[src/zdle_pkg.sv]
// ----------------------------------------------------------------------------
// ZDLE subpacket receiver package
// Shared widths, character and status codes, command word and CRC-16 step.
// ----------------------------------------------------------------------------
package zdle_pkg;

  localparam int BYTE_W   = 8;
  localparam int EVENT_W  = 2;
  localparam int STATUS_W = 4;
  localparam int COUNT_W  = 12;
  localparam int CRC_W    = 16;

  localparam logic [COUNT_W-1:0] MAX_CAPACITY = 12'd2048;
  localparam logic [COUNT_W-1:0] CAP_RESET    = 12'd1025;

  // Depth of the command queue between front and back
  localparam int CMD_DEPTH = 4;
  localparam int CMD_PTR_W = $clog2(CMD_DEPTH);

  // Receive event kinds
  localparam logic [EVENT_W-1:0] EV_BYTE    = 2'd0;
  localparam logic [EVENT_W-1:0] EV_TIMEOUT = 2'd1;

  // Characters
  localparam logic [BYTE_W-1:0] CH_ZDLE     = 8'h18;
  localparam logic [BYTE_W-1:0] CH_XON      = 8'h11;
  localparam logic [BYTE_W-1:0] CH_XOFF     = 8'h13;
  localparam logic [BYTE_W-1:0] CH_FEND_LO  = 8'h68;
  localparam logic [BYTE_W-1:0] CH_FEND_HI  = 8'h6b;
  localparam logic [BYTE_W-1:0] CH_A        = 8'h41;
  localparam logic [BYTE_W-1:0] CH_C        = 8'h43;
  localparam logic [BYTE_W-1:0] LOW7_MASK   = 8'h7f;
  localparam logic [BYTE_W-1:0] CTL_MASK    = 8'h60;
  localparam logic [BYTE_W-1:0] CTL_MATCH   = 8'h40;
  localparam logic [BYTE_W-1:0] CTL_FLIP    = 8'h40;

  localparam logic [CRC_W-1:0] CRC_POLY = 16'h1021;

  // Result status codes
  localparam logic [STATUS_W-1:0] ST_RUNNING   = 4'd0;
  localparam logic [STATUS_W-1:0] ST_END_E     = 4'd1;
  localparam logic [STATUS_W-1:0] ST_END_W     = 4'd4;
  localparam logic [STATUS_W-1:0] ST_BAD_CRC   = 4'd5;
  localparam logic [STATUS_W-1:0] ST_CANCELLED = 4'd6;
  localparam logic [STATUS_W-1:0] ST_BAD_ESC   = 4'd7;
  localparam logic [STATUS_W-1:0] ST_NO_SPACE  = 4'd8;
  localparam logic [STATUS_W-1:0] ST_TIMEOUT   = 4'd9;
  localparam logic [STATUS_W-1:0] ST_RX_ERROR  = 4'd10;

  typedef enum logic [1:0] {
    CMD_DATA  = 2'd0,  // stored byte, CRC update (restart when done)
    CMD_CHECK = 2'd1,  // compare received CRC and end
    CMD_END   = 2'd2   // end with given status
  } cmd_op_t;

  typedef struct packed {
    cmd_op_t                 op;
    logic [BYTE_W-1:0]       value;
    logic [CRC_W-1:0]        sent_crc;
    logic [STATUS_W-1:0]     status;
    logic                    done;
    logic [COUNT_W-1:0]      count;
  } cmd_t;

  // One byte of CRC-16/XMODEM, MSB first
  function automatic logic [CRC_W-1:0] crc16_update(input logic [CRC_W-1:0] crc,
                                                    input logic [BYTE_W-1:0] b);
    logic [CRC_W-1:0] c;
    c = crc ^ {b, 8'h00};
    for (int i = 0; i < 8; i++) begin
      c = c[CRC_W-1] ? ((c << 1) ^ CRC_POLY) : (c << 1);
    end
    return c;
  endfunction

endpackage

[src/zdle_ifs.sv]
// ----------------------------------------------------------------------------
// ZDLE subpacket receiver channels
// Valid/ready channels for receive events, results and the capacity register.
// ----------------------------------------------------------------------------
interface zdle_rx_if import zdle_pkg::*; ();
  logic                valid;
  logic                ready;
  logic [BYTE_W-1:0]   rx_byte;
  logic [EVENT_W-1:0]  event_kind;

  modport source (output valid, rx_byte, event_kind, input ready);
  modport sink   (input valid, rx_byte, event_kind, output ready);
endinterface

interface zdle_res_if import zdle_pkg::*; ();
  logic                valid;
  logic                ready;
  logic [BYTE_W-1:0]   out_byte;
  logic                byte_valid;
  logic                block_done;
  logic [STATUS_W-1:0] status;
  logic [COUNT_W-1:0]  stored_count;

  modport source (output valid, out_byte, byte_valid, block_done, status, stored_count,
                  input ready);
  modport sink   (input valid, out_byte, byte_valid, block_done, status, stored_count,
                  output ready);
endinterface

interface zdle_cfg_if import zdle_pkg::*; ();
  logic               valid;
  logic               ready;
  logic [COUNT_W-1:0] block_capacity;

  modport source (output valid, block_capacity, input ready);
  modport sink   (input valid, block_capacity, output ready);
endinterface

[src/zdle_front.sv]
// ----------------------------------------------------------------------------
// ZDLE front end
// Unescape received words, track subpacket phase and count, issue commands.
// ----------------------------------------------------------------------------
module zdle_front import zdle_pkg::*; (
  input  logic       clk,
  input  logic       rst,
  zdle_rx_if.sink    rx,
  zdle_cfg_if.sink   cfg,
  input  logic       q_full,
  output logic       q_push,
  output cmd_t       q_cmd
);

  typedef enum logic [5:0] {
    PH_DATA       = 6'b000001,
    PH_DATA_ESC   = 6'b000010,
    PH_CRC_HI     = 6'b000100,
    PH_CRC_HI_ESC = 6'b001000,
    PH_CRC_LO     = 6'b010000,
    PH_CRC_LO_ESC = 6'b100000
  } phase_t;

  typedef enum logic [1:0] {
    STG_DATA = 2'd0,
    STG_HI   = 2'd1,
    STG_LO   = 2'd2
  } stage_t;

  phase_t             phase, phase_next;
  logic [1:0]         cancel_run, cancel_run_next;
  logic [COUNT_W-1:0] byte_count, byte_count_next;
  logic [BYTE_W-1:0]  crc_high_byte, crc_high_byte_next;
  logic [2:0]         end_kind, end_kind_next;
  logic [COUNT_W-1:0] capacity;
  logic [COUNT_W-1:0] cap_use;
  logic [COUNT_W-1:0] cnt_inc;

  logic               accept;
  logic               esc;
  stage_t             stg;
  logic               is_fend, is_abc, is_ctl;
  logic [BYTE_W-1:0]  dec_val;
  logic               take_en, take_fend;
  logic [BYTE_W-1:0]  take_val;
  logic               clear;

  assign rx.ready  = !q_full;
  assign cfg.ready = 1'b1;
  assign accept    = rx.valid && rx.ready;

  always_comb begin
    if (capacity == '0) begin
      cap_use = 12'd1;
    end else if (capacity > MAX_CAPACITY) begin
      cap_use = MAX_CAPACITY;
    end else begin
      cap_use = capacity;
    end
  end

  assign cnt_inc = byte_count + 12'd1;

  // Escape decode of the current byte
  assign is_fend = (rx.rx_byte >= CH_FEND_LO) && (rx.rx_byte <= CH_FEND_HI);
  assign is_abc  = (rx.rx_byte >= CH_A) && (rx.rx_byte <= CH_C);
  assign is_ctl  = (rx.rx_byte & CTL_MASK) == CTL_MATCH;
  assign dec_val = (is_fend || is_abc) ? rx.rx_byte : (rx.rx_byte ^ CTL_FLIP);

  always_comb begin
    case (phase)
      PH_DATA: begin
        esc = 1'b0; stg = STG_DATA;
      end
      PH_DATA_ESC: begin
        esc = 1'b1; stg = STG_DATA;
      end
      PH_CRC_HI: begin
        esc = 1'b0; stg = STG_HI;
      end
      PH_CRC_HI_ESC: begin
        esc = 1'b1; stg = STG_HI;
      end
      PH_CRC_LO: begin
        esc = 1'b0; stg = STG_LO;
      end
      PH_CRC_LO_ESC: begin
        esc = 1'b1; stg = STG_LO;
      end
      default: begin
        esc = 1'b0; stg = STG_DATA;
      end
    endcase
  end

  always_comb begin
    phase_next         = phase;
    cancel_run_next    = cancel_run;
    byte_count_next    = byte_count;
    crc_high_byte_next = crc_high_byte;
    end_kind_next      = end_kind;
    q_push             = 1'b0;
    q_cmd              = '0;
    q_cmd.op           = CMD_DATA;
    take_en            = 1'b0;
    take_fend          = 1'b0;
    take_val           = rx.rx_byte;
    clear              = 1'b0;

    if (accept) begin
      if (rx.event_kind == EV_TIMEOUT || rx.event_kind != EV_BYTE) begin
        q_push       = 1'b1;
        q_cmd.op     = CMD_END;
        q_cmd.status = (rx.event_kind == EV_TIMEOUT) ? ST_TIMEOUT : ST_RX_ERROR;
        q_cmd.count  = byte_count;
        clear        = 1'b1;
      end else if (esc) begin
        if (rx.rx_byte == CH_ZDLE) begin
          if (cancel_run == 2'd3) begin
            q_push       = 1'b1;
            q_cmd.op     = CMD_END;
            q_cmd.status = ST_CANCELLED;
            q_cmd.count  = byte_count;
            clear        = 1'b1;
          end else begin
            cancel_run_next = cancel_run + 2'd1;
          end
        end else if (!(is_fend || is_abc || is_ctl)) begin
          q_push       = 1'b1;
          q_cmd.op     = CMD_END;
          q_cmd.status = ST_BAD_ESC;
          q_cmd.count  = byte_count;
          clear        = 1'b1;
        end else begin
          cancel_run_next = 2'd0;
          take_en         = 1'b1;
          take_val        = dec_val;
          take_fend       = is_fend && (stg == STG_DATA);
        end
      end else if (((rx.rx_byte & LOW7_MASK) == CH_XON) ||
                   ((rx.rx_byte & LOW7_MASK) == CH_XOFF)) begin
        // drop flow control
      end else if (rx.rx_byte == CH_ZDLE) begin
        cancel_run_next = 2'd0;
        case (stg)
          STG_DATA: phase_next = PH_DATA_ESC;
          STG_HI:   phase_next = PH_CRC_HI_ESC;
          STG_LO:   phase_next = PH_CRC_LO_ESC;
          default:  phase_next = PH_DATA_ESC;
        endcase
      end else begin
        take_en = 1'b1;
      end
    end

    if (take_en) begin
      case (stg)
        STG_DATA: begin
          q_push          = 1'b1;
          q_cmd.op        = CMD_DATA;
          q_cmd.value     = take_val;
          q_cmd.count     = cnt_inc;
          q_cmd.status    = ST_RUNNING;
          byte_count_next = cnt_inc;
          if (take_fend) begin
            end_kind_next = 3'(take_val[1:0]) + 3'd1;
            phase_next    = PH_CRC_HI;
          end else if (cnt_inc >= cap_use) begin
            q_cmd.done   = 1'b1;
            q_cmd.status = ST_NO_SPACE;
            clear        = 1'b1;
          end else begin
            phase_next = PH_DATA;
          end
        end
        STG_HI: begin
          crc_high_byte_next = take_val;
          phase_next         = PH_CRC_LO;
        end
        STG_LO: begin
          q_push         = 1'b1;
          q_cmd.op       = CMD_CHECK;
          q_cmd.sent_crc = {crc_high_byte, take_val};
          q_cmd.status   = 4'(end_kind);
          q_cmd.count    = byte_count;
          clear          = 1'b1;
        end
        default: begin
          phase_next = PH_DATA;
        end
      endcase
    end

    if (clear) begin
      phase_next         = PH_DATA;
      cancel_run_next    = 2'd0;
      byte_count_next    = '0;
      crc_high_byte_next = '0;
      end_kind_next      = '0;
    end
  end

  always_ff @(posedge clk) begin
    if (rst) begin
      phase         <= PH_DATA;
      cancel_run    <= 2'd0;
      byte_count    <= '0;
      crc_high_byte <= '0;
      end_kind      <= '0;
      capacity      <= CAP_RESET;
    end else begin
      phase         <= phase_next;
      cancel_run    <= cancel_run_next;
      byte_count    <= byte_count_next;
      crc_high_byte <= crc_high_byte_next;
      end_kind      <= end_kind_next;
      if (cfg.valid && cfg.ready) begin
        capacity <= cfg.block_capacity;
      end
    end
  end

`ifndef ASSERT_OFF
  a_check_kind: assert property (@(posedge clk) disable iff (rst)
    (q_push && q_cmd.op == CMD_CHECK) |-> (q_cmd.status >= ST_END_E && q_cmd.status <= ST_END_W))
    else $error("CRC check issued without a frame-end kind");

  a_event_clears: assert property (@(posedge clk) disable iff (rst)
    (accept && rx.event_kind != EV_BYTE) |=> (phase == PH_DATA && byte_count == '0))
    else $error("timeout or error did not restart the subpacket");
`endif

endmodule

[src/zdle_cmd_fifo.sv]
// ----------------------------------------------------------------------------
// ZDLE command queue
// Short FIFO of decoded commands between the front and back ends.
// ----------------------------------------------------------------------------
module zdle_cmd_fifo import zdle_pkg::*; (
  input  logic clk,
  input  logic rst,
  input  logic push,
  input  cmd_t push_cmd,
  output logic full,
  input  logic pop,
  output cmd_t pop_cmd,
  output logic empty
);

  cmd_t                 slots [CMD_DEPTH];
  logic [CMD_PTR_W-1:0] wr_ptr;
  logic [CMD_PTR_W-1:0] rd_ptr;
  logic [CMD_PTR_W:0]   fill;

  assign full    = fill == (CMD_PTR_W+1)'(CMD_DEPTH);
  assign empty   = fill == '0;
  assign pop_cmd = slots[rd_ptr];

  always_ff @(posedge clk) begin
    if (push) begin
      slots[wr_ptr] <= push_cmd;
    end
  end

  always_ff @(posedge clk) begin
    if (rst) begin
      wr_ptr <= '0;
      rd_ptr <= '0;
      fill   <= '0;
    end else begin
      if (push) begin
        wr_ptr <= wr_ptr + 1'b1;
      end
      if (pop) begin
        rd_ptr <= rd_ptr + 1'b1;
      end
      case ({push, pop})
        2'b10:   fill <= fill + 1'b1;
        2'b01:   fill <= fill - 1'b1;
        default: fill <= fill;
      endcase
    end
  end

`ifndef ASSERT_OFF
  a_no_overflow: assert property (@(posedge clk) disable iff (rst)
    (full && !pop) |=> (fill == (CMD_PTR_W+1)'(CMD_DEPTH)) || !$past(push))
    else $error("command queue overflow");
`endif

endmodule

[src/zdle_back.sv]
// ----------------------------------------------------------------------------
// ZDLE back end
// Run the CRC over stored bytes, check the received CRC, register results.
// ----------------------------------------------------------------------------
module zdle_back import zdle_pkg::*; (
  input  logic       clk,
  input  logic       rst,
  input  logic       q_empty,
  input  cmd_t       q_cmd,
  output logic       q_pop,
  zdle_res_if.source res
);

  logic [CRC_W-1:0]    crc_accum, crc_accum_next;
  logic [BYTE_W-1:0]   out_byte_next;
  logic                byte_valid_next;
  logic                block_done_next;
  logic [STATUS_W-1:0] status_next;

  assign q_pop = !q_empty && (!res.valid || res.ready);

  always_comb begin
    crc_accum_next  = crc_accum;
    out_byte_next   = '0;
    byte_valid_next = 1'b0;
    block_done_next = 1'b1;
    status_next     = q_cmd.status;
    case (q_cmd.op)
      CMD_DATA: begin
        crc_accum_next  = q_cmd.done ? '0 : crc16_update(crc_accum, q_cmd.value);
        out_byte_next   = q_cmd.value;
        byte_valid_next = 1'b1;
        block_done_next = q_cmd.done;
      end
      CMD_CHECK: begin
        crc_accum_next = '0;
        status_next    = (q_cmd.sent_crc == crc_accum) ? q_cmd.status : ST_BAD_CRC;
      end
      default: begin
        crc_accum_next = '0;
      end
    endcase
  end

  always_ff @(posedge clk) begin
    if (rst) begin
      crc_accum <= '0;
      res.valid <= 1'b0;
    end else begin
      if (q_pop) begin
        crc_accum <= crc_accum_next;
        res.valid <= 1'b1;
      end else if (res.ready) begin
        res.valid <= 1'b0;
      end
    end
  end

  always_ff @(posedge clk) begin
    if (q_pop) begin
      res.out_byte     <= out_byte_next;
      res.byte_valid   <= byte_valid_next;
      res.block_done   <= block_done_next;
      res.status       <= status_next;
      res.stored_count <= q_cmd.count;
    end
  end

`ifndef ASSERT_OFF
  a_end_has_done: assert property (@(posedge clk) disable iff (rst)
    (res.valid && !res.byte_valid) |-> res.block_done)
    else $error("end result without block_done");

  a_crc_restart: assert property (@(posedge clk) disable iff (rst)
    (q_pop && (q_cmd.op != CMD_DATA || q_cmd.done)) |=> (crc_accum == '0))
    else $error("CRC not cleared after subpacket end");
`endif

endmodule

[src/zdle_data_subpacket_receiver.sv]
// ----------------------------------------------------------------------------
// ZDLE data subpacket receiver
// Decode a ZDLE-escaped data subpacket and check its CRC-16 trailer.
// ----------------------------------------------------------------------------
// Usage:
//   rx  : one receive event per word: rx_byte with event_kind byte, or a
//         timeout or receive error event. Flow-control characters, ZDLE
//         and cancel characters are swallowed without a result word.
//   res : zero or one result word per received word: each stored data
//         byte or frame-end code; the subpacket's last word carries the status
//         (end ok, bad CRC, cancel, bad escape, out of space, timeout, error).
//   cfg : block_capacity write, taken at any cycle (ready tied high);
//         write it only while the block is idle.
// Path: an accepted input word is written into the command queue, and its
//   result word is then loaded from the queue into the result register.
// Throughput: one word per cycle on both sides while res is ready and the
//   queue has room; the CRC-16 byte update in the back end is combinational.
// A four-entry command queue splits the front end from the back end, and
//   the result register lets rx keep flowing while a result waits. When res
//   stalls, the queue fills and rx.ready drops once it holds four commands.
// Reset: the subpacket restarts in the data phase with a zero CRC and count;
//   block_capacity returns to 1025.
module zdle_data_subpacket_receiver import zdle_pkg::*; (
  input  logic        clk,
  input  logic        rst,
  zdle_rx_if.sink     rx,
  zdle_cfg_if.sink    cfg,
  zdle_res_if.source  res
);

  // Command queue between decode and CRC/result stages
  logic q_full;
  logic q_push;
  cmd_t q_push_cmd;
  logic q_pop;
  cmd_t q_pop_cmd;
  logic q_empty;

  // Front: unescape, phase tracking, byte count and capacity limit
  zdle_front u_front (
    .clk    (clk),
    .rst    (rst),
    .rx     (rx),
    .cfg    (cfg),
    .q_full (q_full),
    .q_push (q_push),
    .q_cmd  (q_push_cmd)
  );

  zdle_cmd_fifo u_fifo (
    .clk      (clk),
    .rst      (rst),
    .push     (q_push),
    .push_cmd (q_push_cmd),
    .full     (q_full),
    .pop      (q_pop),
    .pop_cmd  (q_pop_cmd),
    .empty    (q_empty)
  );

  // Back: CRC accumulate, CRC compare, registered result word
  zdle_back u_back (
    .clk     (clk),
    .rst     (rst),
    .q_empty (q_empty),
    .q_cmd   (q_pop_cmd),
    .q_pop   (q_pop),
    .res     (res)
  );

endmodule
[src/flat_wrapper.sv]
// flat-port wrapper written by rule: the top's interface ports become plain ports
module zdle_data_subpacket_receiver_flat import zdle_pkg::*;
  (clk, rst, rx_valid, rx_rx_byte, rx_event_kind, rx_ready, cfg_valid, cfg_block_capacity, cfg_ready, res_valid, res_out_byte, res_byte_valid, res_block_done, res_status, res_stored_count, res_ready);
  zdle_rx_if rx_i ();
  zdle_cfg_if cfg_i ();
  zdle_res_if res_i ();
  input  logic clk;
  input  logic rst;
  input wire logic [$bits(rx_i.valid)-1:0] rx_valid;
  input wire logic [$bits(rx_i.rx_byte)-1:0] rx_rx_byte;
  input wire logic [$bits(rx_i.event_kind)-1:0] rx_event_kind;
  output wire logic [$bits(rx_i.ready)-1:0] rx_ready;
  input wire logic [$bits(cfg_i.valid)-1:0] cfg_valid;
  input wire logic [$bits(cfg_i.block_capacity)-1:0] cfg_block_capacity;
  output wire logic [$bits(cfg_i.ready)-1:0] cfg_ready;
  output wire logic [$bits(res_i.valid)-1:0] res_valid;
  output wire logic [$bits(res_i.out_byte)-1:0] res_out_byte;
  output wire logic [$bits(res_i.byte_valid)-1:0] res_byte_valid;
  output wire logic [$bits(res_i.block_done)-1:0] res_block_done;
  output wire logic [$bits(res_i.status)-1:0] res_status;
  output wire logic [$bits(res_i.stored_count)-1:0] res_stored_count;
  input wire logic [$bits(res_i.ready)-1:0] res_ready;
  assign rx_i.valid = rx_valid;
  assign rx_i.rx_byte = rx_rx_byte;
  assign rx_i.event_kind = rx_event_kind;
  assign rx_ready = rx_i.ready;
  assign cfg_i.valid = cfg_valid;
  assign cfg_i.block_capacity = cfg_block_capacity;
  assign cfg_ready = cfg_i.ready;
  assign res_valid = res_i.valid;
  assign res_out_byte = res_i.out_byte;
  assign res_byte_valid = res_i.byte_valid;
  assign res_block_done = res_i.block_done;
  assign res_status = res_i.status;
  assign res_stored_count = res_i.stored_count;
  assign res_i.ready = res_ready;
  zdle_data_subpacket_receiver u_core (.clk(clk), .rst(rst), .rx(rx_i), .cfg(cfg_i), .res(res_i));
endmodule
[config.mk]
export PLATFORM = sky130hd
export DESIGN_NAME = zdle_data_subpacket_receiver_flat
export DESIGN_NICKNAME = d
export VERILOG_FILES = /design/src/zdle_pkg.sv /design/src/zdle_ifs.sv /design/src/zdle_front.sv /design/src/zdle_cmd_fifo.sv /design/src/zdle_back.sv /design/src/zdle_data_subpacket_receiver.sv /design/src/flat_wrapper.sv
export SDC_FILE = /design/constraint.sdc
export NUM_CORES = 1
export LEC_CHECK = 0
export ABC_AREA = 1
export CELL_PAD_IN_SITES_DETAIL_PLACEMENT = 1
export CELL_PAD_IN_SITES_GLOBAL_PLACEMENT = 1
export CORE_MARGIN = 8
export CORE_UTILIZATION = 30
export CTS_BUF_LIST = sky130_fd_sc_hd__clkbuf_8
export DETAILED_ROUTE_END_ITERATION = 8
export DONT_BUFFER_PORTS = 1
export PLACE_DENSITY_LB_ADDON = 0.1
export RECOVER_POWER = 100
export REMOVE_ABC_BUFFERS = 1
export SKIP_CTS_REPAIR_TIMING = 1
export SLEW_MARGIN = 10
export SYNTH_ARGS = -nofsm -noshare
export SYNTH_HDL_FRONTEND = slang
export SYNTH_SLANG_ARGS = --single-unit
[constraint.sdc]
create_clock -name clk -period 4.8 [get_ports clk]
set_input_delay 0.24 -clock clk [delete_from_list [all_inputs] [get_ports clk]]
set_output_delay 0.24 -clock clk [all_outputs]
set_load 0.02 [all_outputs]
==> key figures, run 1 <==
Critical path
  – Crit path launch: u_core.u_front.byte_count[0]
  – Slowest cell on crit path: xnor2_1
  – R2r worst-path depth: 16
  – Worst path cell trace: inv_1 > nor2_1 > nand4_1 > inv_1 > nand3_1 > xnor2_1 > ha_1 > a21o_1 > nor2_1 > nand4_1 > nand3_1 > nand2_1 > nand2_1 > nand2_1 > clkbuf_2 > a21oi_1
  – WP depth: 16
  – Reg2reg setup slack: 0.81 ns
  – Crit-path max FO: 30
  – Critical path class: register to register
  – Element type at the critical path end: register
  – CP Launch Type: register
  – Reg2reg end: u_core.u_front.crc_high_byte[0]
  – Req. time, crit path: 5.30 ns
  – Crit path buf inv count: 3
  – Crit-path leading delay family: simple AND/OR/NAND/NOR gates
  – Top cell by count, worst path: nand2_1
  – Largest stage delay on the critical path: 0.52 ns
  – Arrival @ worst endpoint: 4.49 ns
  – Critical Path End: u_core.u_front.crc_high_byte[0]
  – Reg2Reg Launch Point: u_core.u_front.byte_count[0]

Power and ir drop
  – Power Dens Cells: 545 mW/mm2
  – Pleak: 5.32 nW
  – Maximum vdd drop: 0.205 mV
  – PnR Total Power: 0.00747 W

Clock tree
  – CTS Buffer Depth: 3
  – Clock insertion delay at the later pin of the skew report: 0.62 ns
  – Root Buffer: clkbuf_8
  – Clock tree sinks: 267
  – Inserted Clock Buffers: 49
  – TritonCTS clock tree: built
  – H-tree depth: 2
  – Clock-pin slew on the worst setup and hold paths: 0.06 ns

Yosys
  – Main combinational cell family by area after synthesis: simple AND/OR/NAND/NOR gates
  – Synthesized area: 0.0120 mm2
  – Distinct cells, synth: 42
  – Cell count after synthesis: 1,258
  – Mux cell area share after synthesis: 0%
  – Top FF cell, synth: edfxtp_1
  – Post-Synth Simple-Gate Area: 21.9%
  – Register area share after synthesis: 60.9%
  – Async S/R FF share, synth: 0%
  – EDFF count, synth: 198
  – Xor/xnor share of the synthesized area: 2.10%
  – Mapped Avg Cell Area: 9.56 um2
  – Compound-Gate Fraction of Synth Area: 7.23%
  – Yosys Warn Count: 0
  – Yosys reg bits: 267
  – Post-Synth Adder-Cell Area: 3.08%

Floorplan
  – Die area: 0.0467 mm2
  – Die height: 216 um
  – I/O Pins: 56
  – Die width: 216 um
  – Starting Density: 30.3%
  – CORE AREA: 0.0396 mm2
  – Cell Rows: 73

GRT
  – GRT overflow: 0
  – Largest net degree at the start of global routing: 62
  – Initial antenna violation count: 0
  – Vias in the first global route: 8,742
  – First-pass GRT wire length: 52,600 um
  – Total GRT Usage: 14.5%

STA
  – Hold Vio Cnt, Final: 0
  – Worst Max-Slew Pin Slew: 1.94 ns
  – Minimum clock period: 3.99 ns
  – Setup TNS: 0 ns
  – Post-route setup slack: 0.813 ns
  – Period utilization: 83.1%
  – RSZ-0062 raised after global routing: false
  – Final slew viol count: 48
  – Max_slew headroom: -29.3%
  – Setup Skew: 0.0335 ns
  – Fmax: 251 MHz
  – Final Setup Violations: 0

Hold path
  – Hold crit path type: input pin to register
  – Hold path startpoint: rx_rx_byte[0]

Final layout
  – Number of diodes: 0
  – Share of layout cells above drive strength 1: 6.97%
  – Final instance area: 0.0137 mm2
  – Nets: 1,353
  – FILL cells: 4,601
  – Area of the multi-input gates: 0.00412 mm2
  – Commonest non-fill, non-tap cell in the layout: nand2_1
  – Post-Route Utilization: 34.5%
  – Register area: 0.00733 mm2
  – Layout area overhead: 13.9%
  – Commonest cells after routing, fill and taps aside: nand2_1 (372), edfxtp_1 (198), nor2_1 (137)

Place
  – Placed cell area: 0.0126 mm2
  – Post-place setup slack: 1.15 ns
  – DP Wirelength: 22,600 um
  – # port buffers: 0
  – RePlAce Congestion: 0.751

Run status
  – Violated checks: capacitance limit, slew limit
  – Run status: finished with violations

Run
  – Max-Cap Viols: 2

Routing
  – Detailed-route wire length: 34,400 um
  – Via density: 4.66
  – DRC violations left: 0
  – Initial DRC count: 446
  – Wire length per cell: 18.5 um
  – Final ANT Viol Nets: 0
  – Via count: 8,670
  – First drt pass iteration count: 5
-- flip-flops by register name (all words and copies together), names as in the netlist, 3 cells and up, named ones only --
register and cells:
u_core.u_back.res.stored_count 12, u_core.u_front.end_kind 3, u_core.u_fifo.slots 172, u_core.u_front.capacity 12, u_core.u_fifo.fill 3, u_core.u_back.res.out_byte 8, u_core.u_front.phase 6, u_core.u_front.crc_high_byte 8
u_core.u_back.crc_accum 16, u_core.u_back.res.status 4, u_core.u_front.byte_count 12
-- metal layers --
layer	global-route usage, %	routed length [um]
met1	20.6	17800
met2	21.6	14600
met3	3.79	1530
met4	3.65	547
met5	0	0
-- per-stage QoR --
step / instances / hold slack, ns
after floorplan: 1211 / 0.309
after CTS: 1836 / -0.369
after global routing: 1859 / 0.00343
final: 1859 / 0.0303
after detailed placement: 1748 / 0.321
after global placement: 1748 / 0.319
-- tightest hold or removal path, cell delays in order --
cell	delay, ns
ha_1	0.20
nand2_1	0.08
a21oi_1	0.06
-- synthesized netlist by cell type, drive strengths merged, types with 2 or more instances --
| cell | count | area (um2) |
|---|---|---|
| xnor2 | 6 | 52.6 |
| nand4 | 12 | 75.1 |
| nor4 | 3 | 18.8 |
| clkbuf | 17 | 63.8 |
| buf | 30 | 161 |
| o22ai | 16 | 100 |
| nor2 | 145 | 572 |
| a21oi | 56 | 284 |
| o211ai | 2 | 15.0 |
| ha | 28 | 350 |
| xor2 | 22 | 200 |
| a32o | 4 | 40.0 |
| nand3 | 95 | 498 |
| nor3 | 6 | 41.3 |
| a21boi | 2 | 15.0 |
| a21o | 2 | 15.0 |
| inv | 92 | 345 |
| edfxtp | 198 | 5950 |
| o21ai | 70 | 362 |
| dfxtp | 69 | 1380 |
| nand2 | 374 | 1410 |
-- cells by family after synthesis --
kind of cell / after synthesis
fa+ha+maj: 29
xor+xnor: 28
flops: 267
buf+inv: 139
other cells: 1
compound gates: 157
simple gates: 637
-- how the worst min path moves through the flow --
stage                             endpoint  slack, ns  depth (start not counted)
2_1_floorplan   u_core.u_back.crc_accum[0]       0.31                          1
3_3_place_gp   u_core.u_back.crc_accum[11]       0.32                          1
3_5_place_dp    u_core.u_back.crc_accum[3]       0.32                          1
4_1_cts         u_core.u_back.crc_accum[0]      -0.37                          1
5_1_grt         u_core.u_front.end_kind[2]      0.003                          3
6_report        u_core.u_front.end_kind[2]       0.03                          3
-- power by group --
group          internal (W)  leakage [nW]  switching (W)
Clock               0.00113         0.527       0.000982
Combinational      0.000583          2.38        0.00156
Sequential          0.00291          2.41       0.000296
Total               0.00463          5.32        0.00284
-- layout make-up --
type                            count  area share, %
Timing Repair Buffer               35           2.24
Multi-Input combinational cell    852           30.1
Tap cell                          525           4.80
Clock inverter                     38           1.81
Clock buffer                       50           5.03
Inverter                           92           2.53
Sequential cell                   267           53.5
Power figures use the tool's default switching activity.
==> run 2: changes to the inputs <==
clock period = 3.7 ns   (was 4.8 ns; I/O delays follow)
==> key figures, run 2 (synthesized netlist as in run 1, its figures left out) <==
Routing
  – DRC violations left: 0 (unchanged)
  – Via density: 4.64 (-0.45%)
  – Initial DRC count: 366 (-18%)
  – Wire length per cell: 18.1 um (-2.1%)
  – First drt pass iteration count: 4 (-1)
  – Via count: 8,677 (+0.081%)
  – Final ANT Viol Nets: 0 (unchanged)
  – Detailed-route wire length: 33,900 um (-1.6%)

Final layout
  – Final Non-Filler Cells: 1,869 (+0.54%)
  – Nets: 1,361 (+0.59%)
  – Commonest cells after routing, fill and taps aside: nand2_1 (372), edfxtp_1 (198), nor2_1 (138)
  – Reg with most FFs: u_core.u_fifo.slots
  – Area of the multi-input gates: 0.00411 mm2 (-0.30%)
  – FILL cells: 4,639 (+0.83%)
  – Number of diodes: 0 (unchanged)
  – Share of layout cells above drive strength 1: 6.85% (-0.13 points)
  – Register area: 0.00733 mm2 (unchanged)
  – Largest registers: u_core.u_fifo.slots: 172 flops, u_core.u_back.crc_accum: 16 flops
  – Commonest non-fill, non-tap cell in the layout: nand2_1
  – Largest register FFs: 172 (unchanged)
  – Post-Route Utilization: 34.4% (-0.10 points)
  – Layout area overhead: 13.5%

Critical path
  – Element type at the critical path end: register
  – Crit path buf inv count: 2 (-1)
  – Critical path class: register to register
  – Largest stage delay on the critical path: 0.65 ns (+0.13 ns)
  – Critical Path End: u_core.u_fifo.slots[3][13]
  – Reg2Reg Launch Point: u_core.u_fifo.fill[0]
  – Arrival @ worst endpoint: 3.61 ns (-0.88 ns)
  – Req. time, crit path: 4.00 ns (-1.30 ns)
  – Crit-path max FO: 17 (-43%)
  – Reg2reg setup slack: 0.39 ns (-0.42 ns)
  – Worst path cell trace: nor2_1 > nand2_1 > nand3_2 > inv_1 > nand2_1 > o21ai_4 > nand3_1 > inv_2 > nand2_1 > o32ai_1
  – Reg2reg end: u_core.u_fifo.slots[3][13]
  – R2r worst-path depth: 10 (-6)
  – WP depth: 10 (-6)
  – CP Launch Type: register
  – Slowest cell on crit path: nand3_1
  – Top cell by count, worst path: nand2_1
  – Crit path launch: u_core.u_fifo.fill[0]
  – Crit-path leading delay family: simple AND/OR/NAND/NOR gates

Clock tree
  – CTS Buffer Depth: 3 (unchanged)
  – Clock insertion delay at the later pin of the skew report: 0.64 ns (+0.02 ns)
  – TritonCTS clock tree: built
  – Root Buffer: clkbuf_8
  – H-tree depth: 2 (unchanged)
  – Clock-pin slew on the worst setup and hold paths: 0.06 ns (about the same)
  – Inserted Clock Buffers: 49 (unchanged)
  – Clock tree sinks: 267 (unchanged)

Place
  – # port buffers: 0 (unchanged)
  – DP Wirelength: 22,300 um (-1.6%)
  – RePlAce Congestion: 0.777 (+3.5%)
  – Dpl cells: 1,756 (+0.46%)
  – Post-place setup slack: 0.290 ns (-0.858 ns)

GRT
  – First-pass GRT wire length: 51,600 um (-1.9%)
  – Largest net degree at the start of global routing: 86 (+39%)
  – Total GRT Usage: 14.2% (-0.30 points)
  – GRT overflow: 0 (unchanged)
  – Initial antenna violation count: 0 (unchanged)
  – Vias in the first global route: 8,793 (+0.58%)

STA
  – Period utilization: 89.4% (+6.3 points)
  – RSZ-0062 raised after global routing: false
  – Post-route setup slack: 0.393 ns (-0.420 ns)
  – Max_slew headroom: -26.0% (+3.3 points)
  – Min Hold Slack: -0.0115 ns (-0.0418 ns)
  – Worst Max-Slew Pin Slew: 1.89 ns (-0.0499 ns)
  – Fmax: 302 MHz (+21%)
  – Minimum clock period: 3.31 ns (-0.680 ns)
  – Hold Vio Cnt, Final: 1 (+1)
  – Setup Skew: 0.0619 ns (+0.0284 ns)
  – Final slew viol count: 32 (-33%)
  – Final Setup Violations: 0 (unchanged)

Floorplan
  – Die height: 216 um (unchanged)
  – Die width: 216 um (unchanged)
  – Cell Rows: 73 (unchanged)
  – Die area: 0.0467 mm2 (unchanged)
  – I/O Pins: 56 (unchanged)
  – CORE AREA: 0.0396 mm2 (unchanged)
  – Starting Density: 30.3% (unchanged)

Run status
  – Violated checks: hold timing, capacitance limit, slew limit
  – Run status: finished with violations

Run
  – Max-Cap Viols: 1 (-1)

Hold path
  – Hold crit path type: input pin to register

Power and ir drop
  – Pleak: 5.36 nW (+0.70%)
  – Power Dens Cells: 690 mW/mm2 (+27%)
  – PnR Total Power: 0.00942 W (+26%)
  – Maximum vdd drop: 0.344 mV (+68%)
==> run 2: changes by cell type in the layout (fill, tap and decap cells not counted), moves of 2 or more <==
cell / before / now
inv_1: 101 / 111
clkbuf_2: 4 / 10
bufinv_16: 3 / 0
clkbuf_1: 1 / 4
nor2_4: 5 / 2
buf_4: 7 / 5
clkinv_1: 12 / 10
nor2_2: 3 / 5
==> run 2: how the worst min path moves through the flow <==
stage / start / endpoint / cells after the start
after floorplan: rst / u_core.u_back.crc_accum[0] / 1
after CTS: rst / u_core.u_back.crc_accum[15] / 1
after global placement: rst / u_core.u_back.crc_accum[15] / 1
final: rx_rx_byte[4] / u_core.u_front.phase[2] / 5
after global routing: rx_valid / u_core.u_front.cancel_run[1] / 4
after detailed placement: rst / u_core.u_back.crc_accum[3] / 1
==> run 2: routing by layer <==
metal  vias up  wire length, um  track usage (%)
met5         -                0                0
met4         0              638             3.94
met3        44             1530             3.40
met2       123            14500             21.6
met1      4186            17200             19.8
li1       4324                -                -
==> run 2: layout make-up <==
cell class	count	area share, %
flip-flops and latches	267	53.7
well taps	525	4.81
inverters	92	2.54
multi-input cells	852	30.1
clock inverters	41	1.37
clock buffers	49	4.94
repair buffers	43	2.58
==> run 2: stage by stage <==
step                      setup TNS [ns]  area (um2)
after floorplan                    -4.03       11800
after global placement                 0       12700
after detailed placement               0       12700
after CTS                              0       13500
after global routing                   0       13700
final                                  0       13700
==> run 2: power breakdown <==
| group | switching (W) | internal (W) | total [W] |
|---|---|---|---|
| Clock | 0.00126 | 0.00124 | 0.00250 |
| Sequential | 0.000386 | 0.00377 | 0.00416 |
| Combinational | 0.00199 | 0.000766 | 0.00276 |
| Total | 0.00364 | 0.00578 | 0.00942 |
==> run 2: worst reg2reg max path, stage by stage (launching register included) <==
cell	delay (ns)
dfxtp_1	0.39
nor2_1	0.09
nand2_1	0.22
nand3_2	0.19
inv_1	0.11
nand2_1	0.11
o21ai_4	0.11
nand3_1	0.65
inv_2	0.31
nand2_1	0.31
o32ai_1	0.49
